`src/hw/rtl/trc_pkg.sv`:
```
// Shared types and constants of the timed relay output controller.
// No dependencies; used by every other file of the block but the assertion macro header.
package trc_pkg;

  localparam int NUM_CHANNELS = 4;
  localparam int CH_W         = 2;
  localparam int REQ_W        = 3;
  localparam int DUR_W        = 12;
  localparam int CNT_W        = 16;
  localparam int ADDR_W       = 2;
  localparam int DATA_W       = 32;
  localparam int NODE_W       = 7;

  localparam int QDEPTH = 4;
  localparam int QAW    = $clog2(QDEPTH);

  localparam logic [CNT_W-1:0] HOLD_COUNT   = 16'd32000;
  localparam logic [DUR_W-1:0] MAX_DURATION = 12'd3199;

  localparam logic [REQ_W-1:0] REQ_SET    = 3'd0;
  localparam logic [REQ_W-1:0] REQ_RESET  = 3'd1;
  localparam logic [REQ_W-1:0] REQ_TOGGLE = 3'd2;
  localparam logic [REQ_W-1:0] REQ_TIMED  = 3'd3;
  localparam logic [REQ_W-1:0] REQ_TICK   = 3'd4;

  localparam logic [ADDR_W-1:0] ADDR_NODE = 2'd0;

  typedef enum logic [1:0] {
    OP_WRITE,
    OP_TOGGLE,
    OP_TICK
  } op_kind_t;

  typedef struct packed {
    op_kind_t         kind;
    logic [CH_W-1:0]  ch;
    logic             lvl;
    logic [CNT_W-1:0] cnt;
  } op_t;

endpackage

```
`src/hw/rtl/trc_req_if.sv`:
```
// Request channel of the timed relay output controller.
// Depends on trc_pkg for field widths.
interface trc_req_if;
  logic                      valid;
  logic                      ready;
  logic [trc_pkg::REQ_W-1:0] req_type;
  logic [trc_pkg::CH_W-1:0]  channel;
  logic [trc_pkg::DUR_W-1:0] duration;

  modport source (output valid, output req_type, output channel, output duration,
                  input ready);
  modport sink (input valid, input req_type, input channel, input duration,
                output ready);
endinterface

```
`src/hw/rtl/trc_rpt_if.sv`:
```
// Report channel of the timed relay output controller.
// Depends on trc_pkg for field widths.
interface trc_rpt_if;
  logic                     valid;
  logic                     ready;
  logic [trc_pkg::CH_W-1:0] channel_res;
  logic                     level;
  logic                     last;

  modport source (output valid, output channel_res, output level, output last,
                  input ready);
  modport sink (input valid, input channel_res, input level, input last,
                output ready);
endinterface

```
`src/hw/rtl/trc_front.sv`:
```
// Front end: accepts request words, drops unknown ones, turns the rest into ops.
// Depends on trc_pkg and trc_req_if.
module trc_front (
  trc_req_if.sink       req,
  input  logic          q_full,
  output logic          push,
  output trc_pkg::op_t  push_op
);
  import trc_pkg::*;

  logic [CNT_W-1:0] timed_cnt;
  logic             known;

  assign req.ready = !q_full;

  // duration * 10 as two shifted adds
  assign timed_cnt = (CNT_W'(req.duration) << 3) + (CNT_W'(req.duration) << 1);

  always_comb begin
    push_op.kind = OP_WRITE;
    push_op.ch   = req.channel;
    push_op.lvl  = 1'b1;
    push_op.cnt  = HOLD_COUNT;
    known        = int'(req.channel) < NUM_CHANNELS;
    unique case (req.req_type)
      REQ_SET: begin
        push_op.kind = OP_WRITE;
      end
      REQ_RESET: begin
        push_op.lvl = 1'b0;
      end
      REQ_TOGGLE: begin
        push_op.kind = OP_TOGGLE;
      end
      REQ_TIMED: begin
        if (req.duration <= MAX_DURATION) begin
          push_op.cnt = timed_cnt;
        end
      end
      REQ_TICK: begin
        push_op.kind = OP_TICK;
        known        = 1'b1;
      end
      default: begin
        known = 1'b0;
      end
    endcase
  end

  assign push = req.valid && req.ready && known;

endmodule

```
`src/hw/rtl/trc_queue.sv`:
```
// Short op queue between front end and back end.
// Depends on trc_pkg.
module trc_queue (
  input  logic         clk,
  input  logic         rst,
  input  logic         push,
  input  trc_pkg::op_t push_op,
  output logic         full,
  output logic         q_valid,
  output trc_pkg::op_t q_op,
  input  logic         pop
);
  import trc_pkg::*;

  op_t            slots [QDEPTH];
  logic [QAW-1:0] wptr;
  logic [QAW-1:0] rptr;
  logic [QAW:0]   count;
  logic           do_pop;

  assign full    = count == (QAW+1)'(QDEPTH);
  assign q_valid = count != '0;
  assign q_op    = slots[rptr];
  assign do_pop  = pop && q_valid;

  always_ff @(posedge clk) begin
    if (rst) begin
      wptr  <= '0;
      rptr  <= '0;
      count <= '0;
    end else begin
      if (push) begin
        wptr <= wptr + 1'b1;
      end
      if (do_pop) begin
        rptr <= rptr + 1'b1;
      end
      if (push && !do_pop) begin
        count <= count + 1'b1;
      end else if (do_pop && !push) begin
        count <= count - 1'b1;
      end
    end
  end

  always_ff @(posedge clk) begin
    if (push) begin
      slots[wptr] <= push_op;
    end
  end

endmodule

```
`src/hw/rtl/trc_back.sv`:
```
// Back end: channel state, tick countdown and change report sequencing.
// Depends on trc_pkg and trc_rpt_if.
module trc_back (
  input  logic                      clk,
  input  logic                      rst,
  input  logic [trc_pkg::NODE_W-1:0] node_address,
  input  logic                      q_valid,
  input  trc_pkg::op_t              q_op,
  output logic                      pop,
  trc_rpt_if.source                 rpt
);
  import trc_pkg::*;

  function automatic logic [CH_W-1:0] lowest(input logic [NUM_CHANNELS-1:0] m);
    logic [CH_W-1:0] idx;
    idx = '0;
    for (int i = NUM_CHANNELS - 1; i >= 0; i--) begin
      if (m[i]) begin
        idx = CH_W'(i);
      end
    end
    return idx;
  endfunction

  logic [CNT_W-1:0]        cnt      [NUM_CHANNELS];
  logic [CNT_W-1:0]        cnt_tick [NUM_CHANNELS];
  logic [NUM_CHANNELS-1:0] lvl;
  logic [NUM_CHANNELS-1:0] lvl_tick;
  logic [NUM_CHANNELS-1:0] rep;
  logic [NUM_CHANNELS-1:0] pend;
  logic [NUM_CHANNELS-1:0] sel_oh;
  logic [CH_W-1:0]         sel;
  logic                    load;

  logic            out_valid;
  logic [CH_W-1:0] out_ch;
  logic            out_lvl;
  logic            out_last;

  // hold the queue while a tick still has reports to send
  assign pop = q_valid && (pend == '0);

  always_comb begin
    for (int i = 0; i < NUM_CHANNELS; i++) begin
      cnt_tick[i] = cnt[i];
      lvl_tick[i] = lvl[i];
      if (!cnt[i][CNT_W-1]) begin
        if (cnt[i] < HOLD_COUNT) begin
          cnt_tick[i] = cnt[i] - 1'b1;
        end
      end else begin
        lvl_tick[i] = 1'b0;
      end
    end
  end

  assign sel    = lowest(pend);
  assign sel_oh = NUM_CHANNELS'(1) << sel;
  assign load   = (pend != '0) && (!out_valid || rpt.ready);

  always_ff @(posedge clk) begin
    if (rst) begin
      for (int i = 0; i < NUM_CHANNELS; i++) begin
        cnt[i] <= HOLD_COUNT;
      end
      lvl       <= '0;
      rep       <= '0;
      pend      <= '0;
      out_valid <= 1'b0;
    end else begin
      if (pop) begin
        unique case (q_op.kind)
          OP_WRITE: begin
            cnt[q_op.ch] <= q_op.cnt;
            lvl[q_op.ch] <= q_op.lvl;
          end
          OP_TOGGLE: begin
            cnt[q_op.ch] <= HOLD_COUNT;
            lvl[q_op.ch] <= !lvl[q_op.ch];
          end
          OP_TICK: begin
            cnt <= cnt_tick;
            lvl <= lvl_tick;
            if (node_address != '0) begin
              pend <= lvl_tick ^ rep;
              rep  <= lvl_tick;
            end
          end
          default: begin
          end
        endcase
      end
      if (load) begin
        pend <= pend & ~sel_oh;
      end
      if (!out_valid || rpt.ready) begin
        out_valid <= load;
      end
    end
  end

  always_ff @(posedge clk) begin
    if (load) begin
      out_ch   <= sel;
      out_lvl  <= lvl[sel];
      out_last <= (pend & ~sel_oh) == '0;
    end
  end

  assign rpt.valid       = out_valid;
  assign rpt.channel_res = out_ch;
  assign rpt.level       = out_lvl;
  assign rpt.last        = out_last;

endmodule

```
`src/hw/rtl/timed_relay_output_controller_top.sv`:
```
// Timed relay output controller: a command updates one channel; a tick holds the op queue
// until every change it found is reported. Requests are registered in the 4-entry op
// queue and enter at up to one per cycle while it has room; report words are registered.
// Back-end rate is set by the report sequencer, one report word per cycle while ready.
// Synchronous reset clears the queue, node address, levels, reported levels and
// sets every countdown to hold.
module timed_relay_output_controller_top (
  input  logic                        clk,
  input  logic                        rst,
  trc_req_if.sink                     req,
  trc_rpt_if.source                   rpt,
  input  logic                        psel,
  input  logic                        penable,
  input  logic                        pwrite,
  input  logic [trc_pkg::ADDR_W-1:0]  paddr,
  input  logic [trc_pkg::DATA_W-1:0]  pwdata,
  output logic [trc_pkg::DATA_W-1:0]  prdata,
  output logic                        pready
);
  import trc_pkg::*;

  logic              push;
  op_t               push_op;
  logic              q_full;
  logic              q_valid;
  op_t               q_op;
  logic              pop;
  logic [NODE_W-1:0] node_address;

  assign pready = 1'b1;
  assign prdata = (paddr == ADDR_NODE) ? DATA_W'(node_address) : '0;

  always_ff @(posedge clk) begin
    if (rst) begin
      node_address <= '0;
    end else if (psel && penable && pwrite && pready && paddr == ADDR_NODE) begin
      node_address <= pwdata[NODE_W-1:0];
    end
  end

  trc_front u_front (
    .req     (req),
    .q_full  (q_full),
    .push    (push),
    .push_op (push_op)
  );

  trc_queue u_queue (
    .clk     (clk),
    .rst     (rst),
    .push    (push),
    .push_op (push_op),
    .full    (q_full),
    .q_valid (q_valid),
    .q_op    (q_op),
    .pop     (pop)
  );

  trc_back u_back (
    .clk          (clk),
    .rst          (rst),
    .node_address (node_address),
    .q_valid      (q_valid),
    .q_op         (q_op),
    .pop          (pop),
    .rpt          (rpt)
  );

endmodule

```
`src/flat_wrapper.sv`:
```
// flat-port wrapper written by rule: the top's interface ports become plain ports
module timed_relay_output_controller_top_flat import trc_pkg::*;
  (clk, rst, psel, penable, pwrite, paddr, pwdata, prdata, pready, req_valid, req_req_type, req_channel, req_duration, req_ready, rpt_valid, rpt_channel_res, rpt_level, rpt_last, rpt_ready);
  trc_req_if req_i ();
  trc_rpt_if rpt_i ();
  input  logic clk;
  input  logic rst;
  input  logic psel;
  input  logic penable;
  input  logic pwrite;
  input  logic [trc_pkg::ADDR_W-1:0] paddr;
  input  logic [trc_pkg::DATA_W-1:0] pwdata;
  output logic [trc_pkg::DATA_W-1:0] prdata;
  output logic pready;
  input wire logic [$bits(req_i.valid)-1:0] req_valid;
  input wire logic [$bits(req_i.req_type)-1:0] req_req_type;
  input wire logic [$bits(req_i.channel)-1:0] req_channel;
  input wire logic [$bits(req_i.duration)-1:0] req_duration;
  output wire logic [$bits(req_i.ready)-1:0] req_ready;
  output wire logic [$bits(rpt_i.valid)-1:0] rpt_valid;
  output wire logic [$bits(rpt_i.channel_res)-1:0] rpt_channel_res;
  output wire logic [$bits(rpt_i.level)-1:0] rpt_level;
  output wire logic [$bits(rpt_i.last)-1:0] rpt_last;
  input wire logic [$bits(rpt_i.ready)-1:0] rpt_ready;
  assign req_i.valid = req_valid;
  assign req_i.req_type = req_req_type;
  assign req_i.channel = req_channel;
  assign req_i.duration = req_duration;
  assign req_ready = req_i.ready;
  assign rpt_valid = rpt_i.valid;
  assign rpt_channel_res = rpt_i.channel_res;
  assign rpt_level = rpt_i.level;
  assign rpt_last = rpt_i.last;
  assign rpt_i.ready = rpt_ready;
  timed_relay_output_controller_top u_core (.clk(clk), .rst(rst), .req(req_i), .rpt(rpt_i), .psel(psel), .penable(penable), .pwrite(pwrite), .paddr(paddr), .pwdata(pwdata), .prdata(prdata), .pready(pready));
endmodule
```
`config.mk`:
```
export PLATFORM = sky130hd
export DESIGN_NAME = timed_relay_output_controller_top_flat
export DESIGN_NICKNAME = d
export VERILOG_FILES = /design/src/hw/rtl/trc_pkg.sv /design/src/hw/rtl/trc_req_if.sv /design/src/hw/rtl/trc_rpt_if.sv /design/src/hw/rtl/trc_front.sv /design/src/hw/rtl/trc_queue.sv /design/src/hw/rtl/trc_back.sv /design/src/hw/rtl/timed_relay_output_controller_top.sv /design/src/flat_wrapper.sv
export SDC_FILE = /design/constraint.sdc
export NUM_CORES = 1
export LEC_CHECK = 0
export ABC_AREA = 1
export BUFFER_PORTS_ARGS = -buffer_cell sky130_fd_sc_hd__buf_2
export CAP_MARGIN = 20
export CORE_MARGIN = 2
export CORE_UTILIZATION = 45
export CTS_BUF_LIST = sky130_fd_sc_hd__clkbuf_4
export DETAILED_ROUTE_END_ITERATION = 12
export PLACE_DENSITY_LB_ADDON = 0.1
export SYNTH_ARGS = -nofsm -noshare
export SYNTH_HDL_FRONTEND = slang
export SYNTH_SLANG_ARGS = --single-unit
```
`constraint.sdc`:
```
create_clock -name clk -period 3.3 [get_ports clk]
set_input_delay 0.165 -clock clk [delete_from_list [all_inputs] [get_ports clk]]
set_output_delay 0.165 -clock clk [all_outputs]
set_load 0.02 [all_outputs]
```
### Yosys cells after proc, flatten, opt, wreduce, memory -nomap -nowiden

Memory sizes are Yosys's and may differ from the RTL's. A register that Yosys moved wholly into a read port is not among the register bits.
Cells that the tools add are included.

| storage, ports and cells | value |
|---|---|
| register bits | 95 |
| memory bits (writable) | 84 |
| word-level logic and storage cells | 146 |
| memories | 1 |

Memory list:

| name | words | bits a word | read ports | clocked after Yosys merged registers in | write ports | line | source |
|---|---|---|---|---|---|---|---|
| u_core.u_queue.slots | 4 | 21 | 1 | 1 | 1 | trc_queue.sv:15 | `op_t slots [QDEPTH];` |

| cells by class | value |
|---|---|
| $add $sub $neg | 9 |
| magnitude comparators | 10 |
| equal/unequal tests | 15 |
| shift operators | 1 |
| muxes and demuxes | 45 |
| bitwise operators | 7 |
| reductions and logical operators | 39 |

Operator list:

| operator | count |
|---|---|
| $pmux 64 s3 | 1 |
| $mux 16 | 11 |
| $bwmux 64 | 1 |
| $lt 16x15->1 const B | 4 |
| $sub 16x1->16 const B | 4 |
| $and 40x40->40 | 1 |
| $not 40->40 | 1 |
| $demux 16 s2 | 1 |
| $or 24x24->24 | 1 |
| $add 15x13->16 | 1 |
| $mux 4 | 4 |
| $ne 2x2->1 const B | 8 |
| $reduce_and 4->1 | 4 |
| $le 12x12->1 const B | 1 |
| $logic_and 1x1->1 | 12 |
| $mux 2 | 6 |
| $pmux 4 s3 | 1 |
| $mux 1 | 11 |
| $bwmux 4 | 2 |
| $logic_not 4->1 | 2 |
| $reduce_bool 2->1 | 4 |
| $mux 7 | 1 |
| $reduce_bool 7->1 | 1 |
| $eq 3x2->1 const B | 2 |
| other kinds (29) | 41 |

### Longest topological paths before layout

Gate-level depths: netlist of run 1.

| logic depth | value |
|---|---|
| word-level depth | 8 |
| mapped depth | 17 |
| gate-level depth less buffers | 15 |

### Modules after synthesis

Synthesis of run 1 repeated with hierarchy kept, for this count alone.

| second synthesis, totals | value |
|---|---|
| cell total of the unflattened synthesis | 1592 |
| area total of the unflattened synthesis | 11324.6 um^2 |

By module, submodules not included:

| module | instances | cells an instance | area each (um^2) | sequential area each (um^2) |
|---|---|---|---|---|
| trc_back | 1 | 1076 | 6314.8 | 1661.6 |
| trc_queue | 1 | 267 | 3638.5 | 2702.6 |
| trc_front | 1 | 155 | 777.0 | 0.0 |
| timed_relay_output_controller_top | 1 | 94 | 594.3 | 140.1 |

### Least setup slack after synthesis of run 1

No wires, ideal clock.

| path | value |
|---|---|
| path kind | flip-flop to flip-flop |
| start | register (tool-made name) |
| end | register (tool-made name) |
| arrival time | 2582 ps |
| setup slack | 603 ps |
| stages on the path, launching flop included | 14 |
| cell sequence | dfxtp_1 > buf_4 > clkbuf_1 > nand2_1 > a32oi_1 > inv_1 > ha_1 > buf_2 > inv_1 > clkbuf_1 > clkbuf_1 > nand2_1 > a21oi_1 > nor2_1 |

==> flow_metrics.py, run 1 <==
metrics = {
    "grt": {
        "overflow": 0,
        "grt_pass1_wl_mm": 46.8,
        "grt_max_degree": 39,
        "grt_pass1_vias": 9281,
        "antenna_found_initial": 2,
        "grtUsageTotal": 0.243,
    },
    "sta": {
        "hold_violations": 0,
        "setup_viol": 0,
        "tns_ns": 0,
        "maxSlewViolCount": 0,
        "final.min_clock_period_ns": 2.84,
        "max_freq_ghz": 0.352,
        "rsz0062_at_grt": "false",
        "clock_skew_ns": 0.0282,
        "setup_ws_ns": 0.460,
        "tightestPinTransition_ns": 0.772,
        "slew_headroom": 0.482,
        "period_share": 0.860,
    },
    "yosys": {
        "yosysWarnings": 0,
        "synthTopCellsByArea": "edfxtp_1, dfxtp_1, nand2_1",
        "synthArstFlopShare": 0,
        "yosys-mux-area-fraction": 0,
        "syn_inst": 1505,
        "ys_ff_latch": 177,
        "synthAdderAreaFrac": 0.0297,
        "synth_top_family_by_area": "simple AND/OR/NAND/NOR gates",
        "synth_xor_area_frac": 0.0198,
        "yosys.area.top_type": "edfxtp_1",
        "netlist_area_sq_mm": 0.0106,
        "synth-simple-area-share": 0.290,
        "syn_avg_cell_area_sq_um": 7.04,
        "synth_edf_count": 84,
        "synth.distinct_cells": 47,
        "yosysSeqAreaShare": 0.414,
        "synth_compound_area_frac": 0.146,
        "yosysTopAreaCellShare": 0.238,
        "ys.flop_type": "dfxtp_1",
    },
    "route": {
        "first_pass_iters": 8,
        "vias": 9762,
        "ant_nets": 0,
        "routed_wl_mm": 28.9,
        "avgViaCountPerCell": 5.14,
        "drt-met1-wl_mm": 13.1,
        "topRoutingLayerUsed": "met4",
        "wl_met2_mm": 13.4,
        "drtIter0Drc": 676,
        "drc": 0,
        "route.met3.wl_mm": 1.51,
        "drt-wirelength-per-cell_um": 15.2,
    },
    "floorplanning": {
        "rows": 56,
        "die_area_sq_mm": 0.0248,
        "initial_utilization": 0.454,
        "die_y_um": 157,
        "ios": 97,
        "die_w_um": 157,
        "fp.coreArea_sq_mm": 0.0233,
    },
    "worst_setup_path": {
        "max_stage_delay_ns": 0.50,
        "worstPathArrival_ns": 3.38,
        "crit_fanout": 12,
        "path_common_cell": "nand2_1",
        "cp_slowest_cell": "ha_1",
        "path_cells": "inv_2, nand2_1, a32oi_1, inv_1, ha_1, inv_1, buf_4, a21oi_1, nand2_1, nand2_1, nand2_1, a21oi_1",
        "cp.buffers_inverters": 4,
        "worstRegToRegCells": 12,
        "critPathKind": "reg2reg",
        "start_kind": "flop",
        "r2r_slack_ns": 0.46,
        "path_delay_family": "compound AO/OA/AOI/OAI gates",
        "endpoint_kind": "flop",
        "crit_required_ns": 3.84,
    },
    "clock_network": {
        "numCtsBuffers": 17,
        "post_cts_buffers": 0,
        "cts_resized": 0,
        "clock_latency_ns": 0.60,
        "clock_path_buffers": 2,
        "htree_num_levels": 4,
        "cts_tree": "built",
        "cts_sinks": 177,
        "root_buffer": "clkbuf_4",
        "cts.clk_slew.worst_paths_ns": 0.16,
    },
    "worst_hold_path": {
        "holdPathEnd": "u_core.u_queue.slots[2][14]",
        "hp-start": "req_duration[11]",
        "min_path_type": "in2reg",
        "whs_path_depth": 3,
    },
    "cells_and_area": {
        "syn2layout_area_growth_pct": 8.98,
        "nNetsFinal": 1646,
        "drive_gt1_frac": 0.0837,
        "utilization": 0.495,
    },
    "power_and_ir_drop": {
        "static-leakage-power_uw": 0.00512,
        "powerDensity_mw_per_mm2": 1040,
        "clkPwrFrac": 0.104,
        "max-vdd-ir-drop_uv": 462,
        "total_power_uw": 12000,
        "internal-power_uw": 5340,
        "seqPwrFrac": 0.276,
        "pwr-share-comb": 0.620,
        "swShare": 0.556,
        "p_sw_uw": 6680,
    },
    "placement": {
        "gp_congestion": 0.907,
        "io_buffers": 45,
        "pre_cts_ws_ns": 0.532,
        "hpwl_mm": 20.5,
    },
    "run_status": {
        "outcome": "complete, no violations",
    },
    "job": {
        "maxCapViolCount": 0,
    },
}
cells in the mapped netlist (5+ instances only):
master and number:
buf_4 30, inv_1 169, nand3_1 92, nand2_1 389, nor2_1 203, clkbuf_1 24, buf_1 5, buf_2 7
xnor2_1 5, inv_2 6, a21oi_1 126, dfxtp_1 93, xor2_1 19, ha_1 22, nand2_2 6, o21ai_1 7
o22ai_1 12, nand4_1 17, edfxtp_1 84, o21ai_0 132, nor3_1 14
how the worst max path moves through the flow:
stage	from	end	slack, ns	depth (start not counted)
after floorplan	flop	flop	0.60	13
after global placement	flop	flop	0.56	12
after detailed placement	flop	flop	0.53	12
after CTS	flop	flop	0.48	12
after global routing	flop	flop	0.08	11
final	flop	flop	0.46	12
worst reg2reg max path, delay by kind of cell (launching register included):
kind            cells  cell delay, ns
compound gates      3            0.84
buf+inv             4            0.71
fa+ha+maj           1            0.50
flops               1            0.46
simple gates        4            0.28
cells by family after synthesis:
kind of cell	after synthesis
xor gates and xnor gates	24
and+or+nand+nor	739
other	2
DFF	177
buffers and inverters	245
adders and majority gates	24
AOI/OAI and AO/OA	294
timing repair:
action	in CTS	in global routing
hold buffers	17	0
endpoints found under the setup margin	0	0
hold endpoints to repair	36	0
cell usage in the layout (no fill, tap or decap), drive strengths merged:
cell type    count
a32oi            2
fa               2
xor2            19
diode            2
edfxtp          84
nand4           17
nand3           95
a31o             1
and2             2
or2              2
o21ai          139
a21o             1
o21bai           2
nor2           206
ha              22
clkinv           6
nor3            14
conb            26
o22ai           12
xnor2            5
o311ai           1
clkbuf          17
dfxtp           93
nand2          399
clkinvlp         1
a21oi          129
nand3b           2
dlygate4sd3     17
a22oi            2
and3             2
o21a             1
o211ai           3
a211oi           1
buf             68
inv            184
layout make-up:
| type | instances | area, sq um |
|---|---|---|
| Sequential cell | 177 | 4380 |
| Inverter | 176 | 661 |
| Multi-Input combinational cell | 1107 | 5260 |
| Tap cell | 319 | 399 |
| Timing Repair Buffer | 85 | 568 |
| Clock buffer | 17 | 128 |
| Antenna cell | 2 | 5.00 |
| Clock inverter | 15 | 155 |
| Fill cell | 2372 | 11800 |
routing by layer:
layer,vias up,global-route usage
li1,4974,-
met1,4478,0.312
met2,269,0.410
met3,41,0.0424
met4,0,0.0861
met5,-,0
power groups by stage:
stage                     logic (uW)  registers (uW)  clock network, uW
after CTS                       7420            3320               1280
final                           7450            3320               1250
after detailed placement        7370            3370                  0
after floorplan                 5390            3250                  0
after global routing            8430            3390               1370
after global placement          7320            3350                  0
stage by stage:
stage	area [sq um]	std cells	hold slack, ns
2_1_floorplan	10700	1529	0.264
5_1_grt	11600	1898	0.0567
6_report	11600	1898	0.0744
3_3_place_gp	11100	1847	0.383
3_5_place_dp	11100	1847	0.380
4_1_cts	11500	1896	0.0452
No activity file was read; power rests on OpenSTA's default activity.
==> run 2: changes to the inputs <==
Settings changed: CORE_MARGIN 2 to 3, RECOVER_POWER from default to 25.
==> run 2 against run 1 <==
- clock skew about the same
- combinational power about the same
- clock-buffer cell count up 1
- die area up 2.6%
- worst hold slack worse by 0.032 ns
- clock power about the same
- wire length down 1.4%
- power about the same
- via count down 1.3%
- final cell count down 0.53%
- flip-flop and latch count unchanged
- largest power group unchanged
- critical path depth down 1
==> flow_metrics.py, run 2 (synthesis gave the netlist of run 1 again) <==
metrics = {
    "run_status": {
        "outcome": "complete, no violations",
    },
    "grt": {
        "overflow": 0,
        "antenna_found_initial": 1,
        "grt_pass1_vias": 8855,
        "grtUsageTotal": 0.223,
        "grt_max_degree": 54,
        "grt_pass1_wl_mm": 46.2,
    },
    "sta": {
        "max_freq_ghz": 0.360,
        "slew_headroom": 0.485,
        "hold_ws_ns": 0.0427,
        "clock_skew_ns": 0.0282,
        "tns_ns": 0,
        "tightestPinTransition_ns": 0.773,
        "hold_violations": 0,
        "maxSlewViolCount": 0,
        "final.min_clock_period_ns": 2.77,
        "period_share": 0.841,
        "rsz0062_at_grt": "false",
        "setup_ws_ns": 0.525,
        "setup_viol": 0,
    },
    "worst_setup_path": {
        "max_stage_delay_ns": 0.42,
        "cp.buffers_inverters": 4,
        "endpoint_kind": "flop",
        "worstPathArrival_ns": 3.29,
        "crit_fanout": 35,
        "start_kind": "flop",
        "cp_slowest_cell": "inv_1",
        "critPathKind": "reg2reg",
        "path_delay_family": "buffers and inverters",
        "path_cells": "inv_2, nand2_1, a32oi_1, inv_1, ha_1, inv_1, buf_12, nand3_1, nand3_1, nand2_1, a21oi_1",
        "r2r_slack_ns": 0.53,
        "worstRegToRegCells": 11,
        "crit_required_ns": 3.82,
    },
    "floorplanning": {
        "die_area_sq_mm": 0.0254,
        "die_y_um": 159,
        "rows": 55,
        "initial_utilization": 0.463,
        "fp.coreArea_sq_mm": 0.0229,
        "die_w_um": 159,
        "ios": 97,
    },
    "clock_network": {
        "htree_num_levels": 4,
        "clock_path_buffers": 2,
        "cts.clk_slew.worst_paths_ns": 0.18,
        "numCtsBuffers": 17,
        "cts_sinks": 177,
        "clock_latency_ns": 0.60,
        "root_buffer": "clkbuf_4",
        "cts_tree": "built",
    },
    "cells_and_area": {
        "multi_input_area_sq_mm": 0.00526,
        "syn2layout_area_growth_pct": 8.67,
        "nFillCells": 2307,
        "most-common-layout-cells": "nand2_1, nor2_1, inv_1",
        "regArea_sq_mm": 0.00438,
        "layout_commonest_cell": "nand2_1",
        "drive_gt1_frac": 0.0706,
        "nNetsFinal": 1642,
    },
    "route": {
        "drc": 0,
        "drtIter0Drc": 723,
        "avgViaCountPerCell": 5.11,
        "vias": 9639,
        "routed_wl_mm": 28.4,
        "drt-wirelength-per-cell_um": 15.1,
        "first_pass_iters": 5,
        "ant_nets": 0,
    },
    "worst_hold_path": {
        "whs_path_depth": 3,
        "holdPathEnd": "u_core.u_queue.slots[2][14]",
        "hp-start": "req_duration[11]",
        "min_path_type": "in2reg",
    },
    "power_and_ir_drop": {
        "static-leakage-power_uw": 0.00506,
        "max-vdd-ir-drop_uv": 624,
        "powerDensity_mw_per_mm2": 1040,
        "total_power_uw": 12000,
    },
    "placement": {
        "hpwl_mm": 19.9,
        "io_buffers": 45,
        "gp_congestion": 0.886,
        "pre_cts_ws_ns": 0.613,
    },
    "job": {
        "maxCapViolCount": 0,
    },
}
[run 2: worst reg2reg max path: stages (launching register included)]
cell and delay (ns):
dfxtp_1 0.39, inv_2 0.16, nand2_1 0.07, a32oi_1 0.31
inv_1 0.08, ha_1 0.31, inv_1 0.42, buf_12 0.28
nand3_1 0.27, nand3_1 0.22, nand2_1 0.07, a21oi_1 0.13
[run 2: power breakdown]
group          internal, uW  total (uW)  switching (uW)
registers              2830        3300             475
logic                  2140        7450            5320
clock network           362        1260             898
total                  5330       12000            6690
[run 2: what timing repair did]
action,4_1_cts,5_1_grt
resized for setup,0,0
buffers inserted,0,0
hold buffers,17,0
endpoints found under the hold margin,37,0
[run 2: through the flow]
stage	cell area, sq um	util	std cells
after detailed placement	11100	0.483	1837
after CTS	11500	0.504	1886
after global routing	11500	0.503	1888
final	11500	0.503	1888
after global placement	11100	0.483	1837
after floorplan	10700	-	1529
[run 2: layout make-up]
| class | instances | share of cell area |
|---|---|---|
| Multi-Input combinational cell | 1107 | 0.456 |
| Tap cell | 313 | 0.0340 |
| Inverter | 176 | 0.0573 |
| Timing Repair Buffer | 81 | 0.0458 |
| Sequential cell | 177 | 0.380 |
| Clock buffer | 18 | 0.0117 |
| Antenna cell | 2 | 0.000434 |
| Clock inverter | 14 | 0.0141 |
[run 2: routing by layer]
| metal | GRT usage | routed length, um |
|---|---|---|
| met1 | 0.304 | 13400 |
| met2 | 0.360 | 12800 |
| met3 | 0.0369 | 1420 |
| met4 | 0.0796 | 807 |
| met5 | 0 | 0 |
[run 2: worst max path at each step]
| stage | cells past startpoint | to | slack (ns) | start |
|---|---|---|---|---|
| floorplan | 13 | flop | 0.60 | flop |
| CTS | 11 | flop | 0.55 | flop |
| global route | 13 | u_core.u_back.cnt[0] | 0.16 | flop |
| detailed placement | 11 | flop | 0.61 | flop |
| finish | 11 | flop | 0.53 | flop |
| global placement | 11 | flop | 0.65 | flop |
==> run 3: changes to the inputs <==
Settings changed: ABC_AREA 1 to 0.
Clock period 3.3 ns to 2.6 ns, I/O delays scaled along.
==> run 3 against run 2 <==
- die area decreased by 8.0%
- fmax grew 7.9%
- core utilization grew 4.4 points
- first-iteration DRC count shrank 24%
- highest routed layer unchanged
==> flow_metrics.py, run 3 <==
metrics = {
    "placement": {
        "gp_congestion": 0.898,
        "pre_cts_ws_ns": -0.0685,
        "hpwl_mm": 18.4,
        "io_buffers": 45,
    },
    "worst_setup_path": {
        "crit_required_ns": 3.14,
        "worstPathArrival_ns": 3.11,
        "max_stage_delay_ns": 0.58,
        "worstRegToRegCells": 8,
        "start_kind": "flop",
        "cp_slowest_cell": "mux4_2",
        "path_cells": "mux4_2, inv_2, ha_4, buf_12, a221oi_4, or3b_1, a21o_1, a21oi_1",
        "crit_fanout": 10,
        "endpoint_kind": "flop",
        "critPathKind": "reg2reg",
        "path_depth": 8,
        "path_delay_family": "compound AO/OA/AOI/OAI gates",
        "cp.buffers_inverters": 2,
    },
    "clock_network": {
        "cts_tree": "built",
        "clock_path_buffers": 2,
        "root_buffer": "clkbuf_4",
        "numCtsBuffers": 17,
        "clock_latency_ns": 0.59,
        "cts.clk_slew.worst_paths_ns": 0.17,
        "htree_num_levels": 4,
        "cts_sinks": 177,
    },
    "sta": {
        "period_share": 0.989,
        "hold_ws_ns": 0.0464,
        "tightestPinTransition_ns": 0.894,
        "setup_viol": 0,
        "rsz0062_at_grt": "true",
        "clock_skew_ns": 0.0202,
        "setup_ws_ns": 0.0279,
        "slew_headroom": 0.398,
        "max_freq_ghz": 0.389,
        "hold_violations": 0,
        "maxSlewViolCount": 0,
        "final.min_clock_period_ns": 2.57,
    },
    "yosys": {
        "yosysMostFrequentCell": "nor2_1",
        "ys_ff_latch": 177,
        "yosysWarnings": 0,
        "synth_xor_area_frac": 0.0252,
        "synthArstFlopShare": 0,
        "netlist_area_sq_mm": 0.00972,
        "yosysSeqAreaShare": 0.451,
        "syn_avg_cell_area_sq_um": 9.75,
        "synthAdderAreaFrac": 0.0324,
        "synth.distinct_cells": 79,
        "synthTopCellsByArea": "edfxtp_1, dfxtp_1, mux4_2",
        "yosys.area.top_type": "edfxtp_1",
        "syn_inst": 997,
        "synth-simple-area-share": 0.175,
        "ys.flop_type": "dfxtp_1",
        "yosysTopAreaCellShare": 0.260,
        "synth_top_family_by_area": "compound AO/OA/AOI/OAI gates",
        "synthTopCellsByCount": "nor2_1, dfxtp_1, edfxtp_1",
        "synth_compound_area_frac": 0.200,
        "synth_edf_count": 84,
        "yosys-mux-area-fraction": 0.0628,
    },
    "power_and_ir_drop": {
        "powerDensity_mw_per_mm2": 1140,
        "static-leakage-power_uw": 0.00436,
        "swShare": 0.455,
        "max-vdd-ir-drop_uv": 475,
        "p_sw_uw": 6010,
        "internal-power_uw": 7190,
        "pwr-share-comb": 0.593,
        "seqPwrFrac": 0.285,
        "clkPwrFrac": 0.122,
        "total_power_uw": 13200,
    },
    "run_status": {
        "outcome": "complete, no violations",
    },
    "route": {
        "avgViaCountPerCell": 5.78,
        "routed_wl_mm": 26.0,
        "ant_nets": 0,
        "first_pass_iters": 6,
        "vias": 8230,
        "drtIter0Drc": 547,
        "drc": 0,
        "drt-wirelength-per-cell_um": 18.3,
    },
    "worst_hold_path": {
        "min_path_type": "in2reg",
        "whs_path_depth": 2,
    },
    "cells_and_area": {
        "syn2layout_area_growth_pct": 18.6,
        "nNetsFinal": 1218,
        "nFillCells": 1977,
        "drive_gt1_frac": 0.206,
        "layout_commonest_cell": "nor2_1",
        "most-common-layout-cells": "nor2_1, dfxtp_1, buf_4",
    },
    "grt": {
        "grt_pass1_wl_mm": 41.0,
        "grtUsageTotal": 0.216,
        "grt_max_degree": 47,
        "overflow": 0,
        "grt_pass1_vias": 7628,
        "antenna_found_initial": 1,
    },
    "job": {
        "maxCapViolCount": 0,
    },
    "floorplanning": {
        "die_area_sq_mm": 0.0234,
        "initial_utilization": 0.461,
        "fp.coreArea_sq_mm": 0.0211,
        "ios": 97,
        "die_w_um": 153,
        "die_y_um": 153,
        "rows": 53,
    },
}
[run 3: worst paths after layout]
check        from                       to  slack [ns]
min reg2reg  flop                     flop        0.50
min           rst  u_core.u_queue.count[0]        0.05
max          flop                     flop        0.03
max reg2reg  flop                     flop        0.03
[run 3: metal layers]
layer | GRT usage | routed length, um | part of all wire | up-vias
met2 | 0.360 | 12700 | 0.49 | 279
met1 | 0.294 | 11500 | 0.44 | 3951
met4 | 0.0598 | 446 | 0.017 | 0
met3 | 0.0368 | 1430 | 0.055 | 35
met5 | 0 | 0 | 0 | -
li1 | - | - | - | 3965
[run 3: logic make-up after synthesis]
logic type,Yosys count
muxes,36
buffers and inverters,101
other,2
DFF,177
AOI/OAI and AO/OA,289
xor gates and xnor gates,28
adders and majority gates,24
and+or+nand+nor,340
[run 3: stage by stage]
stage	TNS, ns	instance area [sq um]	utilization	cells
after global placement	-0.0965	10800	0.513	1362
after detailed placement	-0.102	10800	0.513	1362
after global routing	-0.537	11500	0.547	1425
final	0	11500	0.547	1425
after floorplan	-0.381	9950	-	1021
after CTS	-0.0345	11300	0.538	1413
[run 3: worst register-to-register path, delay by kind of cell (launching register included)]
kind / cells / cell delay [ns]
buf+inv: 2 / 0.26
mux: 1 / 0.58
simple gates: 1 / 0.39
fa+ha+maj: 1 / 0.23
flops: 1 / 0.41
compound gates: 3 / 0.66
[run 3: final cells by class]
class                           count  area, sq um  area share
Antenna cell                        1         2.50    0.000217
Multi-Input combinational cell    743         5110       0.444
Tap cell                          275          344      0.0299
Inverter                           28          105     0.00912
Clock buffer                       18          135      0.0117
Timing Repair Buffer              169         1270       0.111
Sequential cell                   177         4390       0.381
Clock inverter                     14          160      0.0139
[run 3: repair_timing]
item	in CTS	in global routing
cloned	0	1
gates resized for setup	9	39
pin swaps	0	6
setup buffers	0	10
hold endpoints to repair	44	0
setup endpoints to repair	6	62
hold buffers	19	0
[run 3: power by group through the flow]
stage | combinational (uW) | clock (uW) | sequential, uW
6_report | 7820 | 1610 | 3760
5_1_grt | 8520 | 1770 | 3810
4_1_cts | 7300 | 1660 | 3740
3_5_place_dp | 7170 | 0 | 3800
3_3_place_gp | 7160 | 0 | 3790
2_1_floorplan | 4850 | 0 | 3690
